===== src/rtl/msd_pkg.sv =====
// msd_pkg: shared widths, reciprocal constants, position codes and the
// seven-segment digit table for the multiplexed display driver
// depends on nothing
`default_nettype none

package msd_pkg;

  localparam int VALUE_W  = 17;
  localparam int IP_W     = 11;   // integer part, up to 1310
  localparam int Q10_W    = 8;    // integer part / 10, up to 131
  localparam int Q100_W   = 4;    // integer part / 100, up to 13
  localparam int FRAC_W   = 7;    // hundredths remainder, 0..99
  localparam int DIG_W    = 4;
  localparam int SEG_W    = 7;
  localparam int POS_W    = 2;
  localparam int DIGITS   = 4;

  // reciprocal multipliers, exact over the full input range of each operand
  localparam int RECIP_W100  = 18;
  localparam logic [RECIP_W100-1:0] RECIP_V100 = 18'd167773;
  localparam int SHIFT_V100  = 24;
  localparam logic [IP_W-1:0] RECIP_IP10  = 11'd1639;
  localparam int SHIFT_IP10  = 14;
  localparam logic [IP_W-1:0] RECIP_IP100 = 11'd1311;
  localparam int SHIFT_IP100 = 17;
  localparam logic [FRAC_W-1:0] RECIP_F10 = 7'd103;
  localparam int SHIFT_F10   = 10;

  localparam logic [POS_W-1:0] POS_LEFT   = 2'd0;
  localparam logic [POS_W-1:0] POS_MID    = 2'd1;
  localparam logic [POS_W-1:0] POS_RIGHT  = 2'd2;
  localparam logic [POS_W-1:0] POS_DEGREE = 2'd3;

  localparam logic [SEG_W-1:0] DEGREE_PATTERN = 7'h69;

  typedef struct packed {
    logic [VALUE_W-1:0] value;
    logic [POS_W-1:0]   pos;
  } sample_t;

  typedef struct packed {
    logic [IP_W-1:0]   int_part;
    logic [FRAC_W-1:0] frac;
    logic [POS_W-1:0]  pos;
  } coarse_t;

  typedef struct packed {
    logic [IP_W-1:0]   int_part;
    logic [Q10_W-1:0]  q10;
    logic [Q100_W-1:0] q100;
    logic [FRAC_W-1:0] frac;
    logic [DIG_W-1:0]  tenths;
    logic [POS_W-1:0]  pos;
  } split_t;

  function automatic logic [SEG_W-1:0] seg_of(input logic [DIG_W-1:0] d);
    logic [SEG_W-1:0] s;
    unique case (d)
      4'd0:    s = 7'h77;
      4'd1:    s = 7'h24;
      4'd2:    s = 7'h7A;
      4'd3:    s = 7'h6E;
      4'd4:    s = 7'h2D;
      4'd5:    s = 7'h4F;
      4'd6:    s = 7'h5F;
      4'd7:    s = 7'h64;
      4'd8:    s = 7'h7F;
      4'd9:    s = 7'h6F;
      default: s = '0;
    endcase
    return s;
  endfunction

endpackage

`default_nettype wire


===== src/rtl/msd_digit_split.sv =====
// msd_digit_split: input register and two reciprocal-multiply stages that
// split the hundredths value into quotients by 100, 1000 and 10000
// depends on msd_pkg
`default_nettype none

module msd_digit_split
  import msd_pkg::*;
(
  input  wire logic                 clk,
  input  wire logic                 rst_n,
  input  wire logic                 in_valid,
  output logic                      in_ready,
  input  wire logic [VALUE_W-1:0]   value,
  input  wire logic [POS_W-1:0]     pos,
  output logic                      out_valid,
  input  wire logic                 out_ready,
  output split_t                    out_split
);

  logic    smp_vld_r, crs_vld_r, spl_vld_r;
  sample_t smp_r;
  coarse_t crs_r, crs_nxt;
  split_t  spl_r, spl_nxt;
  logic    smp_rdy, crs_rdy, spl_rdy;

  logic [VALUE_W+RECIP_W100-1:0] p100;
  logic [VALUE_W-1:0]            ip_x100;
  logic [2*IP_W-1:0]             p10, pq100;
  logic [2*FRAC_W-1:0]           pf10;

  assign spl_rdy  = !spl_vld_r || out_ready;
  assign crs_rdy  = !crs_vld_r || spl_rdy;
  assign smp_rdy  = !smp_vld_r || crs_rdy;
  assign in_ready = smp_rdy;

  // value / 100 and the hundredths remainder
  always_comb begin
    p100             = {{RECIP_W100{1'b0}}, smp_r.value} *
                       {{VALUE_W{1'b0}}, RECIP_V100};
    crs_nxt.int_part = p100[SHIFT_V100 +: IP_W];
    ip_x100          = VALUE_W'(crs_nxt.int_part) * VALUE_W'(100);
    crs_nxt.frac     = FRAC_W'(smp_r.value - ip_x100);
    crs_nxt.pos      = smp_r.pos;
  end

  // integer part / 10, / 100 and remainder / 10
  always_comb begin
    p10              = {{IP_W{1'b0}}, crs_r.int_part} * {{IP_W{1'b0}}, RECIP_IP10};
    pq100            = {{IP_W{1'b0}}, crs_r.int_part} * {{IP_W{1'b0}}, RECIP_IP100};
    pf10             = {{FRAC_W{1'b0}}, crs_r.frac} * {{FRAC_W{1'b0}}, RECIP_F10};
    spl_nxt.int_part = crs_r.int_part;
    spl_nxt.q10      = p10[SHIFT_IP10 +: Q10_W];
    spl_nxt.q100     = pq100[SHIFT_IP100 +: Q100_W];
    spl_nxt.frac     = crs_r.frac;
    spl_nxt.tenths   = pf10[SHIFT_F10 +: DIG_W];
    spl_nxt.pos      = crs_r.pos;
  end

  always_ff @(posedge clk) begin
    if (!rst_n) begin
      smp_vld_r <= 1'b0;
      crs_vld_r <= 1'b0;
      spl_vld_r <= 1'b0;
    end else begin
      if (smp_rdy) smp_vld_r <= in_valid;
      if (crs_rdy) crs_vld_r <= smp_vld_r;
      if (spl_rdy) spl_vld_r <= crs_vld_r;
    end
  end

  always_ff @(posedge clk) begin
    if (smp_rdy && in_valid) begin
      smp_r.value <= value;
      smp_r.pos   <= pos;
    end
    if (crs_rdy && smp_vld_r) crs_r <= crs_nxt;
    if (spl_rdy && crs_vld_r) spl_r <= spl_nxt;
  end

  assign out_valid = spl_vld_r;
  assign out_split = spl_r;

endmodule

`default_nettype wire


===== src/rtl/msd_window.sv =====
// msd_window: final digit correction, three-digit window select, segment
// decode and the registered result word
// depends on msd_pkg
`default_nettype none

module msd_window
  import msd_pkg::*;
(
  input  wire logic               clk,
  input  wire logic               rst_n,
  input  wire logic               in_valid,
  output logic                    in_ready,
  input  wire split_t             in_split,
  output logic                    out_valid,
  input  wire logic               out_stall,
  output logic [DIGITS-1:0]       out_enable,
  output logic [SEG_W-1:0]        out_segments,
  output logic                    out_point
);

  logic [DIG_W-1:0]  units, tens, hundreds, hund;
  logic [IP_W-1:0]   units_w;
  logic [Q10_W-1:0]  tens_w;
  logic [FRAC_W-1:0] hund_w;
  logic [DIG_W-1:0]  shown;
  logic              point_nxt;
  logic [SEG_W-1:0]  seg_nxt;
  logic [DIGITS-1:0] en_nxt;

  logic              vld_r;
  logic [DIGITS-1:0] en_r;
  logic [SEG_W-1:0]  seg_r;
  logic              point_r;

  assign in_ready = !vld_r || !out_stall;

  always_comb begin
    units_w  = in_split.int_part - IP_W'(in_split.q10) * IP_W'(10);
    tens_w   = in_split.q10 - Q10_W'(in_split.q100) * Q10_W'(10);
    hund_w   = in_split.frac - FRAC_W'(in_split.tenths) * FRAC_W'(10);
    units    = units_w[DIG_W-1:0];
    tens     = tens_w[DIG_W-1:0];
    hund     = hund_w[DIG_W-1:0];
    // above 999 the hundreds digit wraps
    hundreds = (in_split.q100 >= Q100_W'(10)) ? in_split.q100 - Q100_W'(10)
                                              : in_split.q100;
    shown     = '0;
    point_nxt = 1'b0;
    unique case (in_split.pos)
      POS_LEFT: begin
        priority if (hundreds != '0) shown = hundreds;
        else if (tens != '0) shown = tens;
        else begin
          shown     = units;
          point_nxt = 1'b1;
        end
      end
      POS_MID: begin
        priority if (hundreds != '0) shown = tens;
        else if (tens != '0) begin
          shown     = units;
          point_nxt = 1'b1;
        end else shown = in_split.tenths;
      end
      POS_RIGHT: begin
        priority if (hundreds != '0) shown = units;
        else if (tens != '0) shown = in_split.tenths;
        else shown = hund;
      end
      POS_DEGREE: shown = '0;
      default:    shown = '0;
    endcase
    seg_nxt = (in_split.pos == POS_DEGREE) ? DEGREE_PATTERN : seg_of(shown);
    en_nxt  = DIGITS'(1) << in_split.pos;
  end

  always_ff @(posedge clk) begin
    if (!rst_n) begin
      vld_r <= 1'b0;
    end else if (in_ready) begin
      vld_r <= in_valid;
    end
  end

  always_ff @(posedge clk) begin
    if (in_ready && in_valid) begin
      en_r    <= en_nxt;
      seg_r   <= seg_nxt;
      point_r <= point_nxt;
    end
  end

  assign out_valid    = vld_r;
  assign out_enable   = en_r;
  assign out_segments = seg_r;
  assign out_point    = point_r;

endmodule

`default_nettype wire


===== src/rtl/mux_seven_segment_decimal_display_top.sv =====
// mux_seven_segment_decimal_display_top: scan counter plus the digit split
// pipeline and window/decode stage of the four-position display driver
// depends on msd_pkg, msd_digit_split, msd_window
`default_nettype none

// Each accepted word is one refresh tick carrying a value in hundredths
// (0..99999). The scan position advances first, so the first tick after
// reset drives position 1. Positions 0..2 show HTU, TU.d or U.dh depending
// on the magnitude, with the point on the units digit; position 3 shows a
// degree sign. One word is accepted per cycle while in_stall is low; its
// result word reaches the outputs through an input register,
// a divide-by-100 reciprocal multiply stage, a divide-by-10/100 reciprocal
// multiply stage and the output register behind the window select and
// segment decode. Each stage holds its word on out_stall and empty stages
// still take words, so a stalled output does not stop the input until the
// pipeline is full.
module mux_seven_segment_decimal_display_top
  import msd_pkg::*;
(
  input  wire logic                   clk,
  input  wire logic                   rst_n,
  input  wire logic                   in_valid,
  output logic                        in_stall,
  input  wire logic [VALUE_W-1:0]     in_value_hundredths,
  output logic                        out_valid,
  input  wire logic                   out_stall,
  output logic [DIGITS-1:0]           out_digit_enable,
  output logic [SEG_W-1:0]            out_segment_bits,
  output logic                        out_point_on
);

  localparam int SCAN_W = $clog2(DIGITS);

  logic [SCAN_W-1:0] scan_r, scan_nxt;
  logic              split_ready;
  logic              accept;
  logic              split_valid;
  logic              win_ready;
  split_t            split;
  logic [DIGITS-1:0] enable;

  assign in_stall = !split_ready;
  assign accept   = in_valid && split_ready;

  // advance before driving: the tick shows the next position
  assign scan_nxt = (scan_r == SCAN_W'(DIGITS - 1)) ? '0 : scan_r + SCAN_W'(1);

  always_ff @(posedge clk) begin
    if (!rst_n) begin
      scan_r <= '0;
    end else if (accept) begin
      scan_r <= scan_nxt;
    end
  end

  msd_digit_split u_split (
    .clk       (clk),
    .rst_n     (rst_n),
    .in_valid  (in_valid),
    .in_ready  (split_ready),
    .value     (in_value_hundredths),
    .pos       (POS_W'(scan_nxt)),
    .out_valid (split_valid),
    .out_ready (win_ready),
    .out_split (split)
  );

  msd_window u_window (
    .clk          (clk),
    .rst_n        (rst_n),
    .in_valid     (split_valid),
    .in_ready     (win_ready),
    .in_split     (split),
    .out_valid    (out_valid),
    .out_stall    (out_stall),
    .out_enable   (enable),
    .out_segments (out_segment_bits),
    .out_point    (out_point_on)
  );

  assign out_digit_enable = enable;

`ifndef SYNTHESIS
  // scan position only moves on an accepted tick
  a_scan_hold: assert property (@(posedge clk) disable iff (!rst_n)
    !accept |=> $stable(scan_r))
    else $error("scan position moved without an accepted word");

  // exactly one digit driven per result word
  a_onehot: assert property (@(posedge clk) disable iff (!rst_n)
    out_valid |-> $onehot(out_digit_enable))
    else $error("digit enable not one-hot");

  // the point can only sit on position 0 or 1
  a_point_pos: assert property (@(posedge clk) disable iff (!rst_n)
    (out_valid && out_point_on) |-> (out_digit_enable[0] || out_digit_enable[1]))
    else $error("decimal point on wrong position");

  // degree position always carries the degree pattern
  a_degree: assert property (@(posedge clk) disable iff (!rst_n)
    (out_valid && out_digit_enable[DIGITS-1]) |->
      (out_segment_bits == DEGREE_PATTERN && !out_point_on))
    else $error("degree position pattern wrong");
`endif

endmodule

`default_nettype wire

===== config.mk =====
export PLATFORM = sky130hd
export DESIGN_NAME = mux_seven_segment_decimal_display_top
export DESIGN_NICKNAME = d
export VERILOG_FILES = /design/src/rtl/msd_pkg.sv /design/src/rtl/msd_digit_split.sv /design/src/rtl/msd_window.sv /design/src/rtl/mux_seven_segment_decimal_display_top.sv
export SDC_FILE = /design/constraint.sdc
export NUM_CORES = 1
export LEC_CHECK = 0
export ABC_AREA = 1
export BUFFER_PORTS_ARGS = -buffer_cell sky130_fd_sc_hd__buf_4
export CAP_MARGIN = 20
export CELL_PAD_IN_SITES_DETAIL_PLACEMENT = 1
export CELL_PAD_IN_SITES_GLOBAL_PLACEMENT = 1
export CORE_ASPECT_RATIO = 1.5
export CORE_MARGIN = 4
export CORE_UTILIZATION = 35
export DETAILED_ROUTE_END_ITERATION = 8
export HOLD_SLACK_MARGIN = 0.05
export PLACE_DENSITY = 0.57
export REMOVE_ABC_BUFFERS = 1
export SYNTH_ARGS = -nofsm -noshare
export SYNTH_HDL_FRONTEND = slang
export SYNTH_SLANG_ARGS = --single-unit

===== constraint.sdc =====
create_clock -name clk -period 8.04 [get_ports clk]
set_input_delay 2.412 -clock clk [delete_from_list [all_inputs] [get_ports clk]]
set_output_delay 2.412 -clock clk [all_outputs]
set_load 0.02 [all_outputs]

== Yosys cells after proc, flatten, opt, wreduce, memory -nomap -nowiden ==
Memory sizes are Yosys's and may differ from the RTL's. A register that Yosys moved wholly into a read port is not among the register bits.
Index checks and enable logic that the tools add are counted.

* Shift-type cells: 1
* $add $sub $neg: 6
* Multipliers: 8
* Magnitude comparators: 1
* Reductions and logical operators: 17
* Equal/unequal tests: 4
* Muxes and demuxes: 14

{| class="wikitable"
|+ Operator list
! operator !! number
|-
| 17-bit by 18-bit multiplier with 35-bit output, second input constant || 1
|-
| 4-bit two-way mux || 7
|-
| 11-bit by 11-bit multiplier with 22-bit output, second input constant || 1
|-
| 11-bit by 11-bit multiplier with 21-bit output, second input constant || 1
|-
| 4-bit one-hot mux with 4 select lines || 1
|-
| 7-bit by 7-bit multiplier with 14-bit output, second input constant || 1
|-
| 4-bit subtractor || 3
|-
| 11-bit by 5-bit multiplier with 5-bit output, second input constant || 1
|-
| 4-bit by 3-bit multiplier with 3-bit output, second input constant || 2
|-
| 8-bit by 3-bit multiplier with 3-bit output, second input constant || 1
|-
| 4-bit nonzero test || 2
|-
| 7-bit subtractor || 1
|-
| 2-bit equality test, second input constant || 3
|-
| 1-bit logical NOT || 6
|-
| 4-bit >= comparator, second input constant || 1
|-
| 1-bit logical AND || 4
|-
| 1-bit logical OR || 4
|-
| 1-bit two-way mux || 4
|-
| 1-bit by 2-bit left shift with 4-bit output, first input constant || 1
|-
| 4-bit subtractor, second input constant || 1
|-
| 2-bit by 1-bit adder with 2-bit output, second input constant || 1
|-
| 2-bit by 1-bit equality test with 1-bit output, second input constant || 1
|-
| 2-bit logical NOT || 1
|-
| 2-bit two-way mux || 1
|-
| 1-bit one-hot mux with 2 select lines || 1
|}

* Memories: 1
* Input port bits: 21
* Flip-flop bits (word level): 76
* Word-level logic and storage cells: 70
* Output and inout bits: 14
* Memory bits (read-only): 112

{| class="wikitable"
|+ Memories
! name !! words !! width !! rd ports !! clocked after memory_dff !! wr ports !! line !! source
|-
| (no name shown) || 16 || 7 || 1 || 1 || 0 || msd_pkg.sv:58 || <nowiki>unique case (d)</nowiki>
|}

== Logic depth before layout (Yosys ltp) ==
Gate-level depths: netlist (run 1).

* Depth in word-level cells: 6
* Depth in mapped cells: 33
* Gate-level depth less buffers: 33

== Hierarchy ==
From an unflattened synthesis (run 1), not the netlist that was laid out.

* Cell total of the unflattened synthesis: 1678
* Area, all modules: 15479.8 um^2

{| class="wikitable"
|+ Modules (own cells, without submodules)
! module !! instances !! cells an instance !! area an instance (um^2)
|-
| msd_digit_split || 1 || 1440 || 13815.8
|-
| msd_window || 1 || 222 || 1557.7
|-
| mux_seven_segment_decimal_display_top || 1 || 16 || 106.4
|}

== Worst setup path after synthesis (run 1) ==
OpenSTA, ideal clock, no wires.

* Kind: flip-flop to flip-flop
* Start: register u_split.smp_r[5] (netlist name)
* End: register u_split.crs_r[8] (netlist name), data pin
* Arrival: 6.104 ns
* Path buffers: 0
* Path slack: 1.806 ns
* Setup time: 0.130 ns
* Cell stages (with the launch flop): 30
* Required time: 7.910 ns
* Clock period less this slack: 6.234 ns
* Cell sequence: edfxtp_1 fa_1 inv_1 fa_1 inv_1 fa_1 inv_1 fa_1 inv_1 fa_1 inv_1 fa_1 inv_1 ha_1 nand2_1 nor2_1 nand2_1 nor2_1 nand2_1 nand3_1 inv_1 o21bai_1 xor2_1 ha_1 inv_1 ha_1 a21oi_1 a21boi_0 nand3_1 nand2_1

{| class="wikitable"
|+ RTL lines
! element !! line !! source
|-
| from (decl) || msd_digit_split.sv:21 || <nowiki>sample_t smp_r;</nowiki>
|-
| to (signal assigned) || msd_digit_split.sv:76 || <nowiki>if (crs_rdy && smp_vld_r) crs_r <= crs_nxt;</nowiki>
|-
| to (decl) || msd_digit_split.sv:22 || <nowiki>coarse_t crs_r, crs_nxt;</nowiki>
|}

==> metrics.txt, run 1 <==
multi-input logic area 10500 sq um; setup total negative slack 0 ps; Layout area overhead 8.75%; post-synthesis register bit count 79; Req. time, crit path 8260 ps; GRT Total Usage 0.174; Least-Margin Pin Slew 922 ps; Hold Path Class flip-flop to flip-flop; initial antenna violation count 0; hold_sp u_split.crs_nxt[0]$_DFFE_PP_; Critical Path Start Type flip-flop; Routed Antenna Nets 0; vias in the first global route 11.9k; I/O pins 35; ys async rst share 0; Fin. Hold Viols 0; CTS clk-pin slew, worst paths 80 ps; worst reg2reg path endpoint u_split.crs_r[8]$_DFFE_PP_; worst skew pair latency 360 ps; Worst R2R Path Depth 29; Die X 175 um; WHS Path Cells 0; layout cells sized above 1 0.0509; clock buffer depth 2; Final min period 6960 ps; max-cap violations 0; die height 258 um; die area 45000 sq um; # port buffers 34; Ys Warns 0; Slew Viols, Final 0; CP max stage delay 660 ps; Vias/cell 4.68; TritonCTS buffer count 9; Initial Util 0.354; Post-CTS Setup Repair Bufs 0; drt drc 0; FF-to-FF setup slack 1080 ps; Setup violations, final 0; Layout Nets 2172; Congestion Overflow GR 0; Yosys cell types 42; first-pass GRT wire length 61300 um; Worst Hold Endpoint u_split.crs_r[0]$_DFFE_PP_; unrepaired setup endpoints after global routing false; post-synthesis sequential area ratio 0.159; Tcrit/Tclk final 0.865; Max Clock Skew 19.1 ps; Crit path max-delay family adder cells; crit path capture type flip-flop; Mapped Cells 1601; WL/cell 16.9 um; Slowest cell on crit path fa_1; # H-tree levels 3; Slew headroom 0.385; HPWL after DPL 33500 um; crit path kind flip-flop to flip-flop; number of synthesized flops with an enable pin 73; Arrival @ worst endpoint 7180 ps; Buf+Inv Stages, Crit Path 8; routed vias 10.3k; final wirelength 37300 um; area of the mapped netlist 14600 sq um; Mapped Avg Cell Area 9.09 sq um; DRT iter0 DRCs 310; n_diodes 0; clk sink count 79; register area 2310 sq um; num rows 91; ys flop type edfxtp_1; # fillers 4842; routability cong. 0.892; drt pass-1 iters 4; status finished clean; CTS tree built; fin util 0.385; CP Max Fanout 9; CTS hold repair buffers 0; Root Driver clkbuf_16; largest net degree at the start of global routing 23; most frequent cell on the critical path inv_1; CTS resizes 0; reg2reg start u_split.smp_r[5]$_DFFE_PP_; core area 41100 sq um; f_max 144 MHz
==> layout by cell type (no fill, tap or decap), types with 5 or more instances in the layout <==
cell | netlist | final
inv_1 | 447 | 447
ha_1 | 317 | 317
nand2_1 | 242 | 242
fa_1 | 188 | 188
edfxtp_1 | 73 | 73
a21oi_1 | 71 | 71
nor2_1 | 64 | 62
nand3_1 | 54 | 54
buf_4 | 0 | 36
xor2_1 | 20 | 20
o21ai_0 | 19 | 19
xnor2_1 | 17 | 17
nand4_1 | 14 | 14
clkbuf_16 | 0 | 9
nor3_1 | 6 | 6
nand2_2 | 6 | 6
nand3_2 | 6 | 6
dfxtp_1 | 6 | 6
o21bai_1 | 5 | 5
inv_2 | 5 | 5
==> registers in the layout, indices dropped and copies added, names as in the netlist <==
register	count
u_window.out_segments	7
u_split.crs_r	20
u_window.out_valid	1
scan_r	2
u_window.out_enable	4
u_split.smp_vld_r	1
u_split.out_valid	1
u_split.crs_nxt	2
u_split.smp_r	17
u_split.crs_vld_r	1
u_split.out_split	22
u_window.out_point	1
==> area by class of cell <==
| cell class | instances | share of cell area |
|---|---|---|
| inverters | 452 | 0.107 |
| clock buffers | 9 | 0.0142 |
| flip-flops and latches | 79 | 0.146 |
| repair buffers | 37 | 0.0180 |
| multi-input cells | 1067 | 0.665 |
| well taps | 558 | 0.0441 |
| clock inverters | 7 | 0.00545 |
==> synthesized netlist by cell type, types with 4 or more instances <==
| cell type | instances | area, sq um |
|---|---|---|
| nand4_1 | 14 | 87.6 |
| fa_1 | 188 | 3760 |
| dfxtp_1 | 6 | 120 |
| a21oi_1 | 71 | 355 |
| inv_2 | 5 | 18.8 |
| nand3_2 | 6 | 60.1 |
| inv_1 | 447 | 1680 |
| xnor2_1 | 17 | 149 |
| nand3_1 | 54 | 270 |
| nor2_1 | 64 | 240 |
| edfxtp_1 | 73 | 2190 |
| nand2_1 | 242 | 908 |
| nor3_1 | 6 | 30.0 |
| nand2_2 | 6 | 37.5 |
| ha_1 | 317 | 3970 |
| o21bai_1 | 5 | 37.5 |
| xor2_1 | 20 | 175 |
| nand3b_1 | 4 | 30.0 |
| o21ai_0 | 19 | 95.1 |
==> logic make-up after synthesis <==
logic type / after synthesis / share of synthesized area
flip-flops: 79 / 0.159
adder cells (fa/ha/maj): 505 / 0.531
XOR/XNOR: 37 / 0.0223
AO/OA/AOI/OAI: 114 / 0.0441
buffers and inverters: 455 / 0.118
AND/OR/NAND/NOR: 411 / 0.125
==> per-stage QoR <==
step                instance area, sq um  hold WS, ps  cells  setup slack [ps]
finish                             15800          428   2209              1080
global route                       15800          439   2209               657
CTS                                15800          433   2207              1030
detailed placement                 15500          414   2191              1090
global placement                   15500          409   2191              1300
floorplan                          14500          400   1598              1810
==> metal layers <==
metal | vias up | part of all wire | track usage
met2 | 98 | 0.58 | 0.354
met5 | - | 0 | 0
met1 | 5121 | 0.37 | 0.183
met4 | 0 | 0.030 | 0.0568
met3 | 48 | 0.015 | 0.0180
li1 | 5076 | - | -
==> how the worst max path moves through the flow <==
stage,start,endpoint,slack (ps),cells past startpoint
finish,u_split.smp_r[5]$_DFFE_PP_,u_split.crs_r[8]$_DFFE_PP_,1080,29
global route,u_split.smp_r[5]$_DFFE_PP_,u_split.crs_r[8]$_DFFE_PP_,660,29
CTS,u_split.smp_r[5]$_DFFE_PP_,u_split.crs_r[8]$_DFFE_PP_,1030,29
detailed placement,u_split.smp_r[5]$_DFFE_PP_,u_split.crs_r[8]$_DFFE_PP_,1090,29
global placement,u_split.smp_r[6]$_DFFE_PP_,u_split.crs_r[8]$_DFFE_PP_,1300,29
floorplan,u_split.smp_r[5]$_DFFE_PP_,u_split.crs_r[8]$_DFFE_PP_,1810,29
Power of run 1 is not shown: default switching activity piles up to over one toggle a cycle in this logic, so the estimate is an artifact.
==> run 2: changes to the inputs <==
Settings changed: MAX_ROUTING_LAYER from default to met4.
==> metrics.txt, run 2 (same netlist as run 1, synthesis figures left out) <==
CP Max Fanout 9; multi-input logic area 10500 sq um; Slowest cell on crit path fa_1; Place WS 1090 ps; core area 41100 sq um; max-cap violations 0; n_diodes 0; layout cells sized above 1 0.0509; initial antenna violation count 0; Layout Nets 2172; num rows 91; die height 258 um; worst skew pair latency 370 ps; first-pass GRT wire length 61400 um; CTS clk-pin slew, worst paths 80 ps; DRT iter0 DRCs 298; clk sink count 79; f_max 144 MHz; # H-tree levels 3; unrepaired setup endpoints after global routing false; Routed Antenna Nets 0; register area 2310 sq um; TritonCTS buffer count 9; Critical Path Start Type flip-flop; vias in the first global route 11.9k; WL/cell 16.9 um; Tcrit/Tclk final 0.866; Initial Util 0.354; routability cong. 0.907; most frequent cell on the critical path inv_1; Die X 175 um; crit path capture type flip-flop; Hold Path Class flip-flop to flip-flop; commonest cells after routing, fill and taps aside 447 x inv_1, 317 x ha_1, 242 x nand2_1, 188 x fa_1, 73 x edfxtp_1; Root Driver clkbuf_16; fin util 0.385; Setup violations, final 0; Fin. Hold Viols 0; # fillers 4842; setup total negative slack 0 ps; CTS tree built; drt pass-1 iters 4; CTS resizes 0; Req. time, crit path 8260 ps; Arrival @ worst endpoint 7180 ps; max reg flops 22; drt drc 0; largest net degree at the start of global routing 23; Slew Viols, Final 0; Layout area overhead 8.75%; Post-CTS Setup Repair Bufs 0; crit path kind flip-flop to flip-flop; routed vias 10.4k; Slew headroom 0.383; I/O pins 35; most common cell after layout, fill and taps aside inv_1; CTS hold repair buffers 0; # port buffers 34; Congestion Overflow GR 0; Least-Margin Pin Slew 925 ps; HPWL after DPL 33500 um; Vias/cell 4.69; die area 45000 sq um; status finished clean; Final WS setup 1080 ps; Final min period 6960 ps; Max Clock Skew 21.6 ps; clock buffer depth 2; GRT Total Usage 0.179; final wirelength 37300 um; CP max stage delay 660 ps
[run 2: cell counts in the layout (fill, tap and decap cells not counted)]
No cell type changed its count.
[run 2: path summary, 6_finish.rpt]
path / from / end / slack [ps] / depth (start not counted)
hold / removal: u_split.crs_nxt[0]$_DFFE_PP_ / u_split.crs_r[0]$_DFFE_PP_ / 430 / 0
hold reg to reg: u_split.crs_nxt[0]$_DFFE_PP_ / u_split.crs_r[0]$_DFFE_PP_ / 430 / 0
setup reg to reg: u_split.smp_r[5]$_DFFE_PP_ / u_split.crs_r[8]$_DFFE_PP_ / 1080 / 29
setup / recovery: u_split.smp_r[5]$_DFFE_PP_ / u_split.crs_r[8]$_DFFE_PP_ / 1080 / 29
[run 2: layout make-up]
class / count / share of cell area
inverter: 452 / 0.107
clock inverter: 7 / 0.00545
sequential: 79 / 0.146
multi-input combinational: 1067 / 0.665
tap: 558 / 0.0441
clock buffer: 9 / 0.0142
timing repair buffer: 37 / 0.0180
[run 2: per-layer routing]
| metal | vias to the layer above | share of wire | global-route usage |
|---|---|---|---|
| met5 | - | 0 | - |
| met4 | 0 | 0.032 | 0.0568 |
| met3 | 49 | 0.014 | 0.0180 |
| met2 | 89 | 0.58 | 0.354 |
| met1 | 5138 | 0.37 | 0.183 |
| li1 | 5077 | - | - |
[run 2: worst max-delay path: cells and delay by family (launching register included)]
| family | cells | cell delay, ps |
|---|---|---|
| and+or+nand+nor | 8 | 840 |
| AOI/OAI and AO/OA | 3 | 690 |
| xor gates and xnor gates | 1 | 240 |
| adders and majority gates | 9 | 4000 |
| buffers and inverters | 8 | 480 |
| DFF | 1 | 580 |
[run 2: metrics by stage]
step | std cells | area [sq um] | hold WS [ps]
after floorplan | 1598 | 14500 | 400
after global placement | 2191 | 15500 | 409
after detailed placement | 2191 | 15500 | 414
after CTS | 2207 | 15800 | 433
after global routing | 2209 | 15800 | 439
final | 2209 | 15800 | 428
Power of run 2 is left out for the same reason.
==> run 3: changes to the inputs <==
Settings changed: BUFFER_PORTS_ARGS -buffer_cell sky130_fd_sc_hd__buf_4 to -buffer_cell sky130_fd_sc_hd__buf_2, SETUP_SLACK_MARGIN from default to 0.02.
==> metrics.txt, run 3 (same netlist as run 1, synthesis figures left out) <==
Die X 175 um; Worst Hold Endpoint u_split.out_split[1]$_DFFE_PP_; unrepaired setup endpoints after global routing false; WHS Path Cells 0; Congestion Overflow GR 0; num rows 91; Routed Antenna Nets 0; hold_sp u_split.crs_r[1]$_DFFE_PP_; CTS clk-pin slew, worst paths 70 ps; Worst R2R Path Depth 27; I/O pins 35; Tcrit/Tclk final 0.851; layout cells sized above 1 0.0509; Setup violations, final 0; worst skew pair latency 360 ps; initial antenna violation count 0; clk sink count 79; DRT iter0 DRCs 240; CTS resizes 0; commonest cells after routing, fill and taps aside 447 x inv_1, 317 x ha_1, 242 x nand2_1, 188 x fa_1, 73 x edfxtp_1; crit path capture type flip-flop; TritonCTS buffer count 9; register area 2310 sq um; max reg flops 22; Vias/cell 4.67; Slew Viols, Final 0; clock buffer depth 2; most common cell after layout, fill and taps aside inv_1; final wirelength 36900 um; Layout Nets 2172; GRT Total Usage 0.175; crit path from u_split.smp_r[8]$_DFFE_PP_; n_diodes 0; Critical Path Start Type flip-flop; routability cong. 0.901; worst reg2reg path endpoint u_split.crs_r[8]$_DFFE_PP_; drt drc 0; Hold Path Class flip-flop to flip-flop; core area 41100 sq um; vias in the first global route 11.8k; status finished clean; setup total negative slack 0 ps; Slew headroom 0.387; Fin. Hold Viols 0; first-pass GRT wire length 60300 um; Least-Margin Pin Slew 919 ps; routed vias 10.3k; WL/cell 16.7 um; # H-tree levels 3; crit path kind flip-flop to flip-flop; die area 45000 sq um; multi-input logic area 10500 sq um; Layout area overhead 8.00%; die height 258 um; # port buffers 34; Arrival @ worst endpoint 7060 ps; largest net degree at the start of global routing 23; reg2reg start u_split.smp_r[8]$_DFFE_PP_; f_max 146 MHz; drt pass-1 iters 6; # fillers 4805; CTS tree built; Max Clock Skew 16.3 ps; CP Max Fanout 9; Post-CTS Setup Repair Bufs 0; HPWL after DPL 33500 um; Initial Util 0.354; Final min period 6840 ps; Req. time, crit path 8260 ps; max-cap violations 0; CTS hold repair buffers 0; Root Driver clkbuf_16; FF-to-FF setup slack 1200 ps
==> run 3: cell count changes in the layout (fill, tap and decap cells not counted) <==
cell / delta
inv_8: -1
buf_2: +34
inv_6: +1
buf_4: -34
bufinv_16: -1
clkinv_4: +1
==> run 3: cell type report <==
| class | count | share of cell area |
|---|---|---|
| clock inverters | 7 | 0.00398 |
| flip-flops and latches | 79 | 0.147 |
| inverters | 452 | 0.108 |
| repair buffers | 37 | 0.0127 |
| well taps | 558 | 0.0444 |
| multi-input cells | 1067 | 0.670 |
| clock buffers | 9 | 0.0143 |
==> run 3: worst max-delay path by stage <==
stage                                 end  slack [ps]  depth (start not counted)
3_5_place_dp   u_split.crs_r[8]$_DFFE_PP_        1190                         29
4_1_cts        u_split.crs_r[8]$_DFFE_PP_        1140                         29
3_3_place_gp   u_split.crs_r[8]$_DFFE_PP_        1280                         29
6_report       u_split.crs_r[8]$_DFFE_PP_        1200                         27
5_1_grt        u_split.crs_r[8]$_DFFE_PP_         610                         29
2_1_floorplan  u_split.crs_r[8]$_DFFE_PP_        1810                         29
==> run 3: worst max-delay path, cell delays in order (launching register included) <==
cell	delay [ps]
edfxtp_1	700
inv_1	230
fa_1	520
fa_1	510
fa_1	520
inv_1	50
fa_1	460
fa_1	540
inv_1	50
fa_1	520
inv_1	40
ha_1	300
nand2_1	60
nor2_1	80
nand2_1	70
nor2_1	90
nand2_1	90
nand3_1	140
inv_1	70
o21bai_1	230
xor2_1	250
ha_1	270
inv_1	50
ha_1	250
a21oi_1	210
a21boi_0	200
nand3_1	90
nand2_1	60
==> run 3: routing by layer <==
metal  global-route usage  routed length (um)  vias up
li1                     -                   -     5073
met1                0.179               13900     5101
met2                0.351               21600       87
met3               0.0151                 476       53
met4               0.0522                 964        0
met5                    -                   0        -
==> run 3: through the flow <==
stage / worst slack, ps / cell area [sq um] / util / cells / hold slack (ps)
3_3_place_gp: 1280 / 15400 / 0.375 / 2191 / 402
6_report: 1200 / 15700 / 0.382 / 2209 / 424
2_1_floorplan: 1810 / 14500 / - / 1598 / 400
4_1_cts: 1140 / 15700 / 0.382 / 2207 / 434
3_5_place_dp: 1190 / 15400 / 0.375 / 2191 / 414
5_1_grt: 605 / 15700 / 0.382 / 2209 / 431
Power of run 3 is left out for the same reason.
